File: config.mk
export PLATFORM = sky130hd
export DESIGN_NAME = tcce_queue
export DESIGN_NICKNAME = d
export VERILOG_FILES = /design/src/design/tcce_pkg.sv /design/src/design/tcce_queue.sv
export SDC_FILE = /design/constraint.sdc
export NUM_CORES = 1
export LEC_CHECK = 0
export ABC_AREA = 1
export BUFFER_PORTS_ARGS = -buffer_cell sky130_fd_sc_hd__buf_2
export CAP_MARGIN = 20
export CORE_ASPECT_RATIO = 1.1
export CORE_MARGIN = 4
export CORE_UTILIZATION = 48
export CTS_BUF_LIST = sky130_fd_sc_hd__clkbuf_4 sky130_fd_sc_hd__clkbuf_8
export CTS_CLUSTER_SIZE = 40
export DETAILED_ROUTE_END_ITERATION = 8
export PLACE_DENSITY_LB_ADDON = 0.12
export SLEW_MARGIN = 30
export SYNTH_ARGS = -nofsm -noshare
export SYNTH_HDL_FRONTEND = slang
export SYNTH_SLANG_ARGS = --single-unit
File: constraint.sdc
create_clock -name clk -period 1.9 [get_ports clk]
set_input_delay 0.475 -clock clk [delete_from_list [all_inputs] [get_ports clk]]
set_output_delay 0.475 -clock clk [all_outputs]
set_load 0.005 [all_outputs]
File: src/design/tcce_pkg.sv
// Shared types, codes and widths for the text console cursor engine.
package tcce_pkg;

  localparam int COLS_DEF = 53;
  localparam int ROWS_DEF = 24;
  localparam int Q_DEPTH  = 2;

  localparam int OP_W    = 2;
  localparam int CHAR_W  = 8;
  localparam int COLOR_W = 8;
  localparam int ROW_W   = 5;
  localparam int COL_W   = 6;
  localparam int CELL_W  = CHAR_W + COLOR_W;

  localparam logic [OP_W-1:0] OP_PUT   = 2'd0;
  localparam logic [OP_W-1:0] OP_READ  = 2'd1;
  localparam logic [OP_W-1:0] OP_CLEAR = 2'd2;

  localparam logic [CHAR_W-1:0]  CH_BACKSPACE = 8'h08;
  localparam logic [CHAR_W-1:0]  CH_NEWLINE   = 8'h0A;
  localparam logic [CHAR_W-1:0]  CH_SPACE     = 8'h20;
  localparam logic [COLOR_W-1:0] RESET_COLOR  = 8'h07;

  typedef enum logic [2:0] {
    K_PUT,
    K_BACK,
    K_NEWLINE,
    K_READ,
    K_BAD,
    K_CLEAR,
    K_NOP
  } kind_t;

  typedef struct packed {
    kind_t             kind;
    logic [CHAR_W-1:0] ch;
    logic [ROW_W-1:0]  row;
    logic [COL_W-1:0]  col;
  } cmd_t;

  typedef enum logic [2:0] {
    S_INIT,
    S_IDLE,
    S_READ,
    S_SWEEP,
    S_DONE
  } state_t;

endpackage

File: src/design/tcce_queue.sv
// Short command queue between the front end and the back end.
module tcce_queue #(
  parameter int DEPTH = tcce_pkg::Q_DEPTH
) (
  input  logic           clk,
  input  logic           rst_n,
  input  logic           push,
  input  tcce_pkg::cmd_t din,
  output logic           full,
  output logic           valid,
  output tcce_pkg::cmd_t dout,
  input  logic           pop
);
  import tcce_pkg::*;

  localparam int AW = (DEPTH > 1) ? $clog2(DEPTH) : 1;
  localparam int CW = $clog2(DEPTH + 1);

  cmd_t          slot_r [DEPTH];
  logic [AW-1:0] wr_ptr_r, wr_ptr_nxt;
  logic [AW-1:0] rd_ptr_r, rd_ptr_nxt;
  logic [CW-1:0] count_r, count_nxt;

  assign full  = (count_r == CW'(DEPTH));
  assign valid = (count_r != '0);
  assign dout  = slot_r[rd_ptr_r];

  always_comb begin
    wr_ptr_nxt = wr_ptr_r;
    rd_ptr_nxt = rd_ptr_r;
    count_nxt  = count_r;
    if (push) begin
      wr_ptr_nxt = (wr_ptr_r == AW'(DEPTH - 1)) ? '0 : wr_ptr_r + AW'(1);
    end
    if (pop) begin
      rd_ptr_nxt = (rd_ptr_r == AW'(DEPTH - 1)) ? '0 : rd_ptr_r + AW'(1);
    end
    if (push && !pop) begin
      count_nxt = count_r + CW'(1);
    end else if (pop && !push) begin
      count_nxt = count_r - CW'(1);
    end
  end

  always_ff @(posedge clk) begin
    if (!rst_n) begin
      wr_ptr_r <= '0;
      rd_ptr_r <= '0;
      count_r  <= '0;
    end else begin
      wr_ptr_r <= wr_ptr_nxt;
      rd_ptr_r <= rd_ptr_nxt;
      count_r  <= count_nxt;
    end
  end

  always_ff @(posedge clk) begin
    if (push) begin
      slot_r[wr_ptr_r] <= din;
    end
  end

  property p_no_pop_empty;
    @(posedge clk) disable iff (!rst_n) pop |-> valid;
  endproperty
  a_no_pop_empty: assert property (p_no_pop_empty) else $error("queue popped while empty");

  property p_no_push_full;
    @(posedge clk) disable iff (!rst_n) push |-> (!full || pop);
  endproperty
  a_no_push_full: assert property (p_no_push_full) else $error("queue pushed while full");

  property p_count_bound;
    @(posedge clk) disable iff (!rst_n) count_r <= CW'(DEPTH);
  endproperty
  a_count_bound: assert property (p_count_bound) else $error("queue count out of range");

endmodule

==> reports/qor.csv <==
metric,value,unit
clock_tree.root_cell,clkbuf_8,
vias_per_cell,4.90,
track_usage,14.3,%
coreArea,3650,um^2
synth_largest_area_cell,edfxtp_1,
wirelength,3.07,mm
pwr-share-clk,28.4,%
syn_to_final_growth,23.1,%
cts_resized,0,
power.total,2.06,mW
syn_nets,130,
top_layer,met4,
power.density,920,nW/um^2
comb_power_share,10.7,%
die_w,66.7,um
drtIter0Drc,43,
wl_met1,1.11,mm
critical-path-slowest-cell,mux2_2,
numCtsBuffers,5,
hp-class,in2reg,
ir_worst_vdd,0.000583,V
ctsHoldBuffers,0,
clock_latency,0.29,ns
max_freq,0.552,GHz
synth_area_leaders,"edfxtp_1 (73%), mux2_2 (14%), dfxtp_1 (5.5%), nand2_1 (1.9%), inv_1 (1.7%)",
cts_tree,done,
vias,1049,
finalMaxSlewViolations,0,
yosys-top-cells-count,"edfxtp_1 (44), mux2_2 (22), nand2_1 (9)",
yosysMostFrequentCell,edfxtp_1,
rsz0062_at_grt,no,
critPathKind,reg2out,
synthesis.area,1820,um^2
p_leak,0.904,nW
syn_inst,103,
final_layout_size_suffix_gt1_share,51.8,%
hold_violations,0,
endpoint_kind,primary output,
dieArea,4840,um^2
ant_nets,0,
post_cts_buffers,0,
dr_wl_met2,1.71,mm
cts_num_sinks,49,
multiInputGateArea,348,um^2
ys_warn_count,0,
globalplace.congestion,0.628,
dp_hpwl,2.30,mm
clock_skew,0.00542,ns
cp.arrival,1.34,ns
avgSynthCellArea,17.7,um^2
status,finished clean,
regArea,1420,um^2
crit_chain,buf_4 > mux2_2 > buf_2,
htree_num_levels,2,
synth-edff-count,44,
nets,190,
maxCapViolCount,0,
ys_seq_area_share,78.1,%
start_util,49.8,%
fin_ws,0.0868,ns
wl_met3,192,um
power_frac_seq,60.9,%
async_flop_share,0,%
first_global_vias,1146,
yosys_register_bits,49,
dr.pass1.iters,4,
ctsLongestPathBuffers,2,
antenna_found_initial,0,
grt_max_degree,15,
cp_slowest_stage_delay,0.37,ns
rows,23,
post_drt_wl_per_cell,14.4,um
p_int,1.64,mW
clk_pin_slew,0.08,ns
numPortBuffers,49,
pre_cts_slack,0.403,ns
layout_min_cycle_time,1.81,ns
setup_viol,0,
tightestPinTransition,0.316,ns
startpoint_type,register,
drc,0,
synthFlopType,edfxtp_1,
sw_frac_of_total,20.6,%
n_fill_cell,311,
ios,50,
grt_pass1_wl,5.06,mm
switching_power,425,uW
die_y,72.6,um
diodes,0,
crit_fanout,13,
synth_top_area_share,72.6,%
finalSetupTns,0,ns
overflow,0,
relSlewSlack,78.9,%
critPathRequiredTime,1.42,ns
period_share,95.4,%
synth_cell_types,12,
-- placed cells by master, fill, tap and decap left out --
master / count
buf_2: 49
edfxtp_1: 44
mux2_2: 22
nand2_1: 9
inv_1: 8
nor2_1: 7
buf_4: 6
dfxtp_1: 5
clkbuf_8: 5
clkbuf_4: 2
nor2_2: 1
o21ai_0: 1
a21oi_1: 1
nand3_1: 1
nand4_1: 1
ha_1: 1
clkinv_1: 1
-- logic make-up (layout without fill, tap and decap cells) --
| group | Yosys count | after routing | synth area share [%] |
|---|---|---|---|
| flops | 49 | 49 | 78.1 |
| mux | 22 | 22 | 13.6 |
| simple gates | 19 | 19 | 4.13 |
| buf+inv | 10 | 71 | 2.89 |
| compound gates | 2 | 2 | 0.550 |
| fa+ha+maj | 1 | 1 | 0.688 |
-- flip-flops by register name (all words and copies together) (netlist names), named ones only --
name,flops
slot_r,44
wr_ptr_r,1
count_r,2
rd_ptr_r,1
-- path summary, 6_finish.rpt --
check        slack (ns)  startpoint  depth (start not counted)            end
max                0.09    register                          3       dout[12]
min                0.37     din[14]                          1  slot_r[0][14]
max reg2reg        0.65    wr_ptr_r                          3  slot_r[1][18]
min reg2reg        0.52    rd_ptr_r                          2       rd_ptr_r
-- worst max-delay path, delay by kind of cell, from the launching register on --
kind	cells	cell delay [ns]
buf+inv	2	0.34
mux	1	0.37
flops	1	0.33
-- power groups by stage --
stage	sequential (mW)	clock [mW]	combinational (mW)
6_report	1.26	0.586	0.221
3_5_place_dp	1.28	0	0.225
5_1_grt	1.26	0.648	0.248
3_3_place_gp	1.28	0	0.217
2_1_floorplan	1.28	0	0.117
4_1_cts	1.26	0.601	0.226
-- layout make-up --
class | count | area share, %
clock inverters | 1 | 0.168
multi-input cells | 44 | 15.5
well taps | 50 | 2.79
inverters | 8 | 1.34
flip-flops and latches | 49 | 63.5
clock buffers | 7 | 3.74
repair buffers | 55 | 13.0
-- routing by layer --
| layer | GRT usage [%] | vias up |
|---|---|---|
| li1 | - | 495 |
| met1 | 15.0 | 513 |
| met2 | 26.1 | 34 |
| met3 | 3.70 | 7 |
| met4 | 6.77 | 0 |
| met5 | 0 | - |
-- metrics by stage --
step | cells | utilization, % | cell area (um^2) | hold slack, ns
final | 214 | 61.3 | 2240 | 0.366
after global routing | 214 | 61.3 | 2240 | 0.355
after CTS | 214 | 61.3 | 2240 | 0.356
after detailed placement | 206 | 58.9 | 2150 | 0.497
after global placement | 206 | 58.9 | 2150 | 0.482
after floorplan | 103 | - | 1820 | 0.463
Note: power is estimated with default switching activity, not from simulation.
