**config.mk**
```make
export PLATFORM = sky130hd
export DESIGN_NAME = tcce_front
export DESIGN_NICKNAME = d
export VERILOG_FILES = /design/src/design/tcce_pkg.sv /design/src/design/tcce_front.sv
export SDC_FILE = /design/constraint.sdc
export NUM_CORES = 1
export LEC_CHECK = 0
export BUFFER_PORTS_ARGS = -buffer_cell sky130_fd_sc_hd__buf_2
export CAP_MARGIN = 20
export CORE_AREA = 2 2 39 41
export DETAILED_ROUTE_END_ITERATION = 10
export DIE_AREA = 0 0 41 43
export PLACE_DENSITY = 0.68
export SLEW_MARGIN = 20
export SYNTH_ARGS = -nofsm -noshare
export SYNTH_HDL_FRONTEND = slang
export SYNTH_SLANG_ARGS = --single-unit
```
**constraint.sdc**
```tcl
create_clock -name vclk -period 0.8
set_input_delay 0.12 -clock vclk [all_inputs]
set_output_delay 0.12 -clock vclk [all_outputs]
set_load 0.05 [all_outputs]
```
**src/design/tcce_pkg.sv**
```systemverilog
// Shared types, codes and widths for the text console cursor engine.
package tcce_pkg;

  localparam int COLS_DEF = 53;
  localparam int ROWS_DEF = 24;
  localparam int Q_DEPTH  = 2;

  localparam int OP_W    = 2;
  localparam int CHAR_W  = 8;
  localparam int COLOR_W = 8;
  localparam int ROW_W   = 5;
  localparam int COL_W   = 6;
  localparam int CELL_W  = CHAR_W + COLOR_W;

  localparam logic [OP_W-1:0] OP_PUT   = 2'd0;
  localparam logic [OP_W-1:0] OP_READ  = 2'd1;
  localparam logic [OP_W-1:0] OP_CLEAR = 2'd2;

  localparam logic [CHAR_W-1:0]  CH_BACKSPACE = 8'h08;
  localparam logic [CHAR_W-1:0]  CH_NEWLINE   = 8'h0A;
  localparam logic [CHAR_W-1:0]  CH_SPACE     = 8'h20;
  localparam logic [COLOR_W-1:0] RESET_COLOR  = 8'h07;

  typedef enum logic [2:0] {
    K_PUT,
    K_BACK,
    K_NEWLINE,
    K_READ,
    K_BAD,
    K_CLEAR,
    K_NOP
  } kind_t;

  typedef struct packed {
    kind_t             kind;
    logic [CHAR_W-1:0] ch;
    logic [ROW_W-1:0]  row;
    logic [COL_W-1:0]  col;
  } cmd_t;

  typedef enum logic [2:0] {
    S_INIT,
    S_IDLE,
    S_READ,
    S_SWEEP,
    S_DONE
  } state_t;

endpackage

```
**src/design/tcce_front.sv**
```systemverilog
// Front end: accepts input words and classifies them into console commands.
module tcce_front #(
  parameter int COLS = tcce_pkg::COLS_DEF,
  parameter int ROWS = tcce_pkg::ROWS_DEF
) (
  input  logic                        in_valid,
  output logic                        in_stall,
  input  logic [tcce_pkg::OP_W-1:0]   in_opcode,
  input  logic [tcce_pkg::CHAR_W-1:0] in_char_code,
  input  logic [tcce_pkg::ROW_W-1:0]  in_read_row,
  input  logic [tcce_pkg::COL_W-1:0]  in_read_col,
  input  logic                        q_full,
  input  logic                        init_busy,
  output logic                        q_push,
  output tcce_pkg::cmd_t              q_cmd
);
  import tcce_pkg::*;

  logic bad_addr;

  assign bad_addr = ({1'b0, in_read_row} >= (ROW_W + 1)'(ROWS)) ||
                    ({1'b0, in_read_col} >= (COL_W + 1)'(COLS));

  assign in_stall = q_full || init_busy;
  assign q_push   = in_valid && !in_stall;

  always_comb begin
    q_cmd.ch  = in_char_code;
    q_cmd.row = in_read_row;
    q_cmd.col = in_read_col;
    unique case (in_opcode)
      OP_PUT: begin
        if (in_char_code == CH_BACKSPACE) begin
          q_cmd.kind = K_BACK;
        end else if (in_char_code == CH_NEWLINE) begin
          q_cmd.kind = K_NEWLINE;
        end else begin
          q_cmd.kind = K_PUT;
        end
      end
      OP_READ:  q_cmd.kind = bad_addr ? K_BAD : K_READ;
      OP_CLEAR: q_cmd.kind = K_CLEAR;
      default:  q_cmd.kind = K_NOP;
    endcase
  end

endmodule

```
==> results of run 1 <==
-- critical path: stages --
cell and delay (ps):
buf_2 130, nor4b_4 280, a32oi_1 170, o31ai_4 80
buf_6 190
-- timing repair --
item / CTS / global route
pin swaps: 5 / 1
gates resized for setup: 13 / 1
endpoints found under the hold margin: 0 / 0
endpoints found under the setup margin: 5 / 4
-- final cells by class --
cell class	count	area share, %
inverter	3	2.41
multi-input combinational	14	35.4
tap	16	4.29
timing repair buffer	42	57.9
-- layer usage --
| layer | share of wire [%] | routed length (um) | up-vias | global-route usage, % |
|---|---|---|---|---|
| met5 | 0 | 0 | - | 0 |
| met4 | 0 | 0 | 0 | 0 |
| met3 | 13 | 89 | 0 | 0 |
| met2 | 60 | 424 | 23 | 14.4 |
| met1 | 27 | 187 | 142 | 5.06 |
| li1 | - | - | 153 | - |
-- cells in the final DEF, fill, tap and decap left out --
cell,n
o211ai_1,1
buf_2,33
nor2_4,1
a21o_2,1
a32oi_1,2
inv_1,3
nor2b_1,1
o21ai_2,1
nor4_4,1
nor3_2,1
nor4b_4,1
nand2_1,1
o21ai_4,1
buf_6,8
or2_4,1
buf_8,1
o31ai_4,1
-- logic make-up after synthesis --
family          synth area share, %
compound gates                 18.6
buf+inv                        55.9
simple gates                   25.5
-- stage by stage --
stage          setup TNS [ps]  hold slack (ps)  cell area (um^2)
2_1_floorplan            -519              379               319
3_3_place_gp            -1300              240               407
3_5_place_dp            -1320              240               407
4_1_cts                  -907              240               460
5_1_grt                 -1030              240               467
6_report                 -847              240               467
-- final timing paths --
kind | start | endpoint | slack, ps | depth (start not counted)
max | in_opcode[0] | q_cmd[19] | -290 | 5
min | in_read_row[1] | q_cmd[7] | 240 | 0
-- power breakdown --
| group | switching (mW) | internal [mW] | leakage [nW] |
|---|---|---|---|
| combinational | 0.307 | 0.145 | 0.243 |
| clock | 0 | 0 | 0 |
| sequential | 0 | 0 | 0 |
==> flow_metrics.py, run 1 <==
metrics = {
    "synth": {
        "yosysMostFrequentCell": "buf_4",
        "yosys-top-cells-count": "19 x buf_4, 3 x inv_1, 2 x a32oi_1, 2 x o21ai_1",
        "synth_cell_types": 14,
        "syn_avg_cell_area_um2": 7.65,
        "yosysSeqAreaShare_pct": 0,
        "yosysWarnings": 0,
        "yosysTopAreaCellShare_pct": 51.8,
        "ys_top_cells_by_area": "buf_4 52%, nor4b_4 8.6%, nor4_4 7.7%",
        "synth_largest_area_cell": "buf_4",
        "syn_area_um2": 275,
        "synth_fp_nets": 60,
        "synthCells": 36,
    },
    "hold_path": {
        "hold_path.class": "in2out",
    },
    "finish": {
        "nFillCells": 148,
        "design.seq.count": 0,
        "multiInputGateArea_um2": 165,
        "final_util_pct": 33.7,
        "register_area_um2": 0,
        "synthToLayoutAreaGrowth_pct": 69.5,
        "finalNonFillerCells": 75,
        "diodes": 0,
        "nNetsFinal": 85,
        "nClkBuffers": 0,
        "drive_gt1_share_pct": 86.4,
    },
    "worst_setup_path": {
        "crit_type": "in2out",
        "critPathLaunchType": "input pin",
        "critPathMaxFanout": 4,
        "crit_path_end_kind": "primary output",
        "critPathRequiredTime_ps": 680,
        "cp_data_arrival_time_ps": 970,
    },
    "global_route": {
        "grt_max_degree": 6,
        "grt_pass1_vias": 232,
        "grt_use_total_pct": 6.19,
        "gr-total-overflow": 0,
        "grt_pass1_wl_um": 821,
        "antenna_found_initial": 0,
    },
    "placed_design": {
        "port-buffer-count": 42,
        "place_ws_ps": -400,
        "placed_cells": 75,
        "dp_hpwl_um": 645,
        "finalWeightedCongestion": 0.575,
    },
    "timing": {
        "relSlewSlack_pct": 80.1,
        "period_share_pct": 137,
        "setup_viol": 4,
        "fin_crit_ps": 1090,
        "fin_ws_ps": -293,
        "worst_pin_slew_ps": 299,
        "slew_viol_final": 0,
        "max_freq_mhz": 915,
        "rsz0062_at_grt": "true",
        "hold_violations": 0,
    },
    "floorplanning": {
        "die_x_um": 41,
        "initial_core_util_pct": 19.9,
        "ioPinCount": 48,
        "core_area_um2": 1380,
        "die_area_um2": 1760,
        "dieHeight_um": 43,
        "row_count": 14,
    },
    "run_status": {
        "violations": "setup timing",
        "status": "finished, violations left",
    },
    "power_and_ir_drop": {
        "p_per_area_nw_per_um2": 969,
        "power_leakage_nw": 0.243,
        "total_power_mw": 0.452,
        "ir_drop_v": 0.000237,
    },
    "cts": {
        "post_cts_buffers": 0,
        "ctsHoldBuffers": 0,
    },
    "job": {
        "maxCapViolCount": 0,
    },
    "routing": {
        "viasPerCell": 4.24,
        "drc": 0,
        "wl_um": 701,
        "ant_nets": 0,
        "drtIter0Drc": 5,
        "vias": 318,
        "wl_per_cell_um": 9.35,
        "first_pass_iters": 2,
    },
}
Power figures use the tool's default switching activity.
==> run 2: changes to the inputs <==
==> constraint.sdc (replaced) <==
create_clock -name vclk -period 1.31
set_input_delay 0.1965 -clock vclk [all_inputs]
set_output_delay 0.1965 -clock vclk [all_outputs]
set_load 0.05 [all_outputs]
==> flow_metrics.py, run 2 (same netlist as run 1, synthesis figures left out) <==
metrics = {
    "worst_setup_path": {
        "cpMaxStageDelayCell": "nor4b_4",
        "crit_path_end_kind": "primary output",
        "critPathLaunch": "in_opcode[0]",
        "cp_data_arrival_time_ps": 1060,
        "crit_chain": "buf_2, nor4b_4, a32oi_1, o21ai_1, buf_4",
        "crit_type": "in2out",
        "critPathRequiredTime_ps": 1110,
        "critPathLaunchType": "input pin",
        "critPathMaxFanout": 2,
        "max_stage_delay_ps": 300,
    },
    "cts": {
        "post_cts_buffers": 0,
        "ctsHoldBuffers": 0,
    },
    "run_status": {
        "status": "completed",
    },
    "job": {
        "maxCapViolCount": 0,
    },
    "finish": {
        "register_area_um2": 0,
        "diodes": 0,
        "final_util_pct": 28.8,
        "nClkBuffers": 0,
        "nNetsFinal": 86,
        "drive_gt1_share_pct": 85.0,
        "layout_commonest_cell": "buf_2",
        "nFillCells": 155,
        "final_cell_mix": "39 x buf_2, 3 x inv_1, 3 x buf_4",
        "design.seq.count": 0,
        "finalInstanceArea_um2": 398,
        "multiInputGateArea_um2": 138,
        "synthToLayoutAreaGrowth_pct": 44.5,
    },
    "floorplanning": {
        "initial_core_util_pct": 19.9,
        "die_area_um2": 1760,
        "row_count": 14,
        "dieHeight_um": 43,
        "core_area_um2": 1380,
        "die_x_um": 41,
        "ioPinCount": 48,
    },
    "power_and_ir_drop": {
        "p_per_area_nw_per_um2": 623,
        "ir_drop_v": 0.000171,
        "power_leakage_nw": 0.227,
    },
    "routing": {
        "first_pass_iters": 4,
        "wl_um": 642,
        "wl_per_cell_um": 8.45,
        "viasPerCell": 4.03,
        "vias": 306,
        "ant_nets": 0,
        "drtIter0Drc": 1,
        "drc": 0,
    },
    "timing": {
        "fin_ws_ps": 50.5,
        "setup_viol": 0,
        "whs_ps": 393,
        "max_freq_mhz": 794,
        "period_share_pct": 96.1,
        "tns_ps": 0,
        "hold_violations": 0,
        "relSlewSlack_pct": 84.5,
        "rsz0062_at_grt": "false",
        "fin_crit_ps": 1260,
        "worst_pin_slew_ps": 231,
        "slew_viol_final": 0,
    },
    "hold_path": {
        "hold_start": "in_read_row[2]",
        "hold_path.class": "in2out",
    },
    "placed_design": {
        "place_ws_ps": -41.0,
        "dpl_cell_area_um2": 378,
        "finalWeightedCongestion": 0.575,
        "port-buffer-count": 42,
    },
    "global_route": {
        "grt_max_degree": 6,
        "grt_pass1_vias": 250,
        "grt_pass1_wl_um": 952,
        "antenna_found_initial": 0,
        "grt_use_total_pct": 7.29,
        "gr-total-overflow": 0,
    },
}
[run 2: path summary, 6_finish.rpt]
| check | to | slack, ps | cells after the start |
|---|---|---|---|
| min | q_cmd[8] | 390 | 0 |
| max | q_cmd[20] | 50 | 5 |
[run 2: timing repair]
item                       in CTS  in global routing
gates resized for setup         3                  3
pin swaps                       1                  1
setup endpoints to repair       3                  2
[run 2: layout make-up]
cell class | count | share of cell area [%]
timing repair buffer | 43 | 57.5
multi-input combinational | 14 | 34.6
tap | 16 | 5.03
inverter | 3 | 2.83
[run 2: per-stage QoR]
step / cells / power, mW
2_1_floorplan: 36 / 0.220
3_3_place_gp: 76 / 0.239
3_5_place_dp: 76 / 0.240
4_1_cts: 76 / 0.246
5_1_grt: 76 / 0.262
6_report: 76 / 0.248
[run 2: report_power, final]
part | internal (mW) | switching [mW]
clock | 0 | 0
combinational | 0.0701 | 0.178
sequential | 0 | 0
[run 2: worst max-delay path: cells and delay by family]
family / cells / cell delay (ps)
AOI/OAI and AO/OA: 2 / 220
buffers and inverters: 2 / 340
and+or+nand+nor: 1 / 300
[run 2: metal layers]
layer / GRT usage [%] / part of all wire, % / up-vias
met3: 1.05 / 17 / 0
met2: 14.4 / 51 / 24
met4: 0.667 / 0 / 0
met5: 0 / 0 / -
met1: 7.59 / 32 / 128
li1: - / - / 154
==> run 3: changes to the inputs <==
==> constraint.sdc (replaced) <==
create_clock -name vclk -period 1.2
set_input_delay 0.18 -clock vclk [all_inputs]
set_output_delay 0.18 -clock vclk [all_outputs]
set_load 0.05 [all_outputs]
==> flow_metrics.py, run 3 (same netlist as run 1, synthesis figures left out) <==
metrics = {
    "routing": {
        "ant_nets": 0,
        "drc": 0,
        "vias": 310,
        "first_pass_iters": 3,
        "wl_um": 666,
        "viasPerCell": 4.08,
        "wl_per_cell_um": 8.76,
        "drtIter0Drc": 1,
    },
    "placed_design": {
        "finalWeightedCongestion": 0.556,
        "dpl_cell_area_um2": 383,
        "dp_hpwl_um": 595,
        "port-buffer-count": 42,
        "placed_cells": 76,
    },
    "worst_setup_path": {
        "path_delay_family": "buffers and inverters",
        "critPathRequiredTime_ps": 1020,
        "cpMaxStageDelayCell": "nor4b_4",
        "crit_path_end_kind": "primary output",
        "critPathMaxFanout": 2,
        "critPathLaunchType": "input pin",
        "crit_type": "in2out",
        "cp_data_arrival_time_ps": 1010,
        "path_buf_inv": 2,
        "max_stage_delay_ps": 270,
        "crit_chain": "buf_2, nor4b_4, a32oi_1, o21ai_1, buf_6",
    },
    "timing": {
        "slew_viol_final": 0,
        "fin_crit_ps": 1190,
        "period_share_pct": 98.9,
        "rsz0062_at_grt": "true",
        "max_freq_mhz": 842,
        "relSlewSlack_pct": 83.3,
        "worst_pin_slew_ps": 252,
        "hold_violations": 0,
        "setup_viol": 0,
    },
    "power_and_ir_drop": {
        "p_int_mw": 0.0936,
        "switching_power_mw": 0.197,
        "switching_share_pct": 67.8,
        "combPwrFrac_pct": 100.0,
        "total_power_mw": 0.291,
        "seqPwrFrac_pct": 0,
        "ir_drop_v": 0.000182,
        "power.clock.fraction_pct": 0,
        "p_per_area_nw_per_um2": 647,
        "power_leakage_nw": 0.244,
    },
    "global_route": {
        "gr-total-overflow": 0,
        "grt_max_degree": 6,
        "grt_use_total_pct": 6.99,
        "antenna_found_initial": 0,
        "grt_pass1_wl_um": 938,
        "grt_pass1_vias": 264,
    },
    "run_status": {
        "status": "completed",
    },
    "floorplanning": {
        "ioPinCount": 48,
        "initial_core_util_pct": 19.9,
        "die_area_um2": 1760,
        "core_area_um2": 1380,
        "die_x_um": 41,
        "row_count": 14,
        "dieHeight_um": 43,
    },
    "finish": {
        "nClkBuffers": 0,
        "nFillCells": 157,
        "finalInstanceArea_um2": 449,
        "register_area_um2": 0,
        "design.seq.count": 0,
        "synthToLayoutAreaGrowth_pct": 63.2,
        "drive_gt1_share_pct": 85.0,
        "layout_commonest_cell": "buf_2",
        "finalNonFillerCells": 76,
        "nNetsFinal": 86,
        "diodes": 0,
        "final_cell_mix": "34 x buf_2, 6 x buf_6, 3 x inv_1",
    },
    "cts": {
        "post_cts_buffers": 0,
        "ctsHoldBuffers": 0,
    },
    "hold_path": {
        "holdPathStages": 0,
        "min_to": "q_cmd[7]",
        "hold_path.class": "in2out",
        "hold_start": "in_read_row[1]",
    },
    "job": {
        "maxCapViolCount": 0,
    },
}
==> run 3: cell types whose count changed in the layout (fill, tap and decap cells not counted) <==
cell / before / now
buf_8: 0 / 2
buf_4: 3 / 1
buf_6: 1 / 6
buf_2: 39 / 34
nor2_2: 1 / 0
nor2_4: 0 / 1
==> run 3: power groups by stage <==
stage | logic (mW) | registers, mW | clock network, mW
after global routing | 0.308 | 0 | 0
after global placement | 0.262 | 0 | 0
after CTS | 0.284 | 0 | 0
after detailed placement | 0.264 | 0 | 0
after floorplan | 0.241 | 0 | 0
final | 0.291 | 0 | 0
==> run 3: final cells by class <==
type / instances / area, um^2 / share of cell area [%]
Inverter: 3 / 11.3 / 2.51
Multi-Input combinational cell: 14 / 143 / 31.8
Tap cell: 16 / 20.0 / 4.46
Timing Repair Buffer: 43 / 275 / 61.3
==> run 3: worst max-delay path by stage <==
stage               startpoint        end  slack (ps)  cells past startpoint
2_1_floorplan   in_read_col[3]  q_cmd[19]        -200                      3
3_3_place_gp    in_read_col[3]  q_cmd[19]        -130                      5
3_5_place_dp    in_read_col[3]  q_cmd[19]        -130                      5
4_1_cts         in_read_col[3]  q_cmd[19]           5                      5
5_1_grt         in_read_col[3]  q_cmd[19]         -40                      5
6_report       in_char_code[0]  q_cmd[20]          10                      5
==> run 3: repair_timing <==
action | 4_1_cts | 5_1_grt
gates cloned | 0 | 0
gates resized for setup | 11 | 5
hold endpoints to repair | 0 | 0
pin swaps | 5 | 5
setup endpoints to repair | 3 | 3
==> run 3: per-stage QoR <==
step                      setup TNS [ps]  util, %  worst slack (ps)  hold slack (ps)
after CTS                              0     30.6              5.04              360
final                                  0     32.5              12.8              360
after global placement              -300     27.7              -130              360
after global routing               -73.6     32.5             -38.6              360
after floorplan                     -377        -              -204              516
after detailed placement            -313     27.7              -133              360
==> run 3: routing by layer <==
metal / global-route usage, % / up-vias / routed length (um)
li1: - / 153 / -
met1: 8.54 / 137 / 236
met2: 13.4 / 20 / 360
met3: 0 / 0 / 70
met4: 0 / 0 / 0
met5: 0 / - / 0
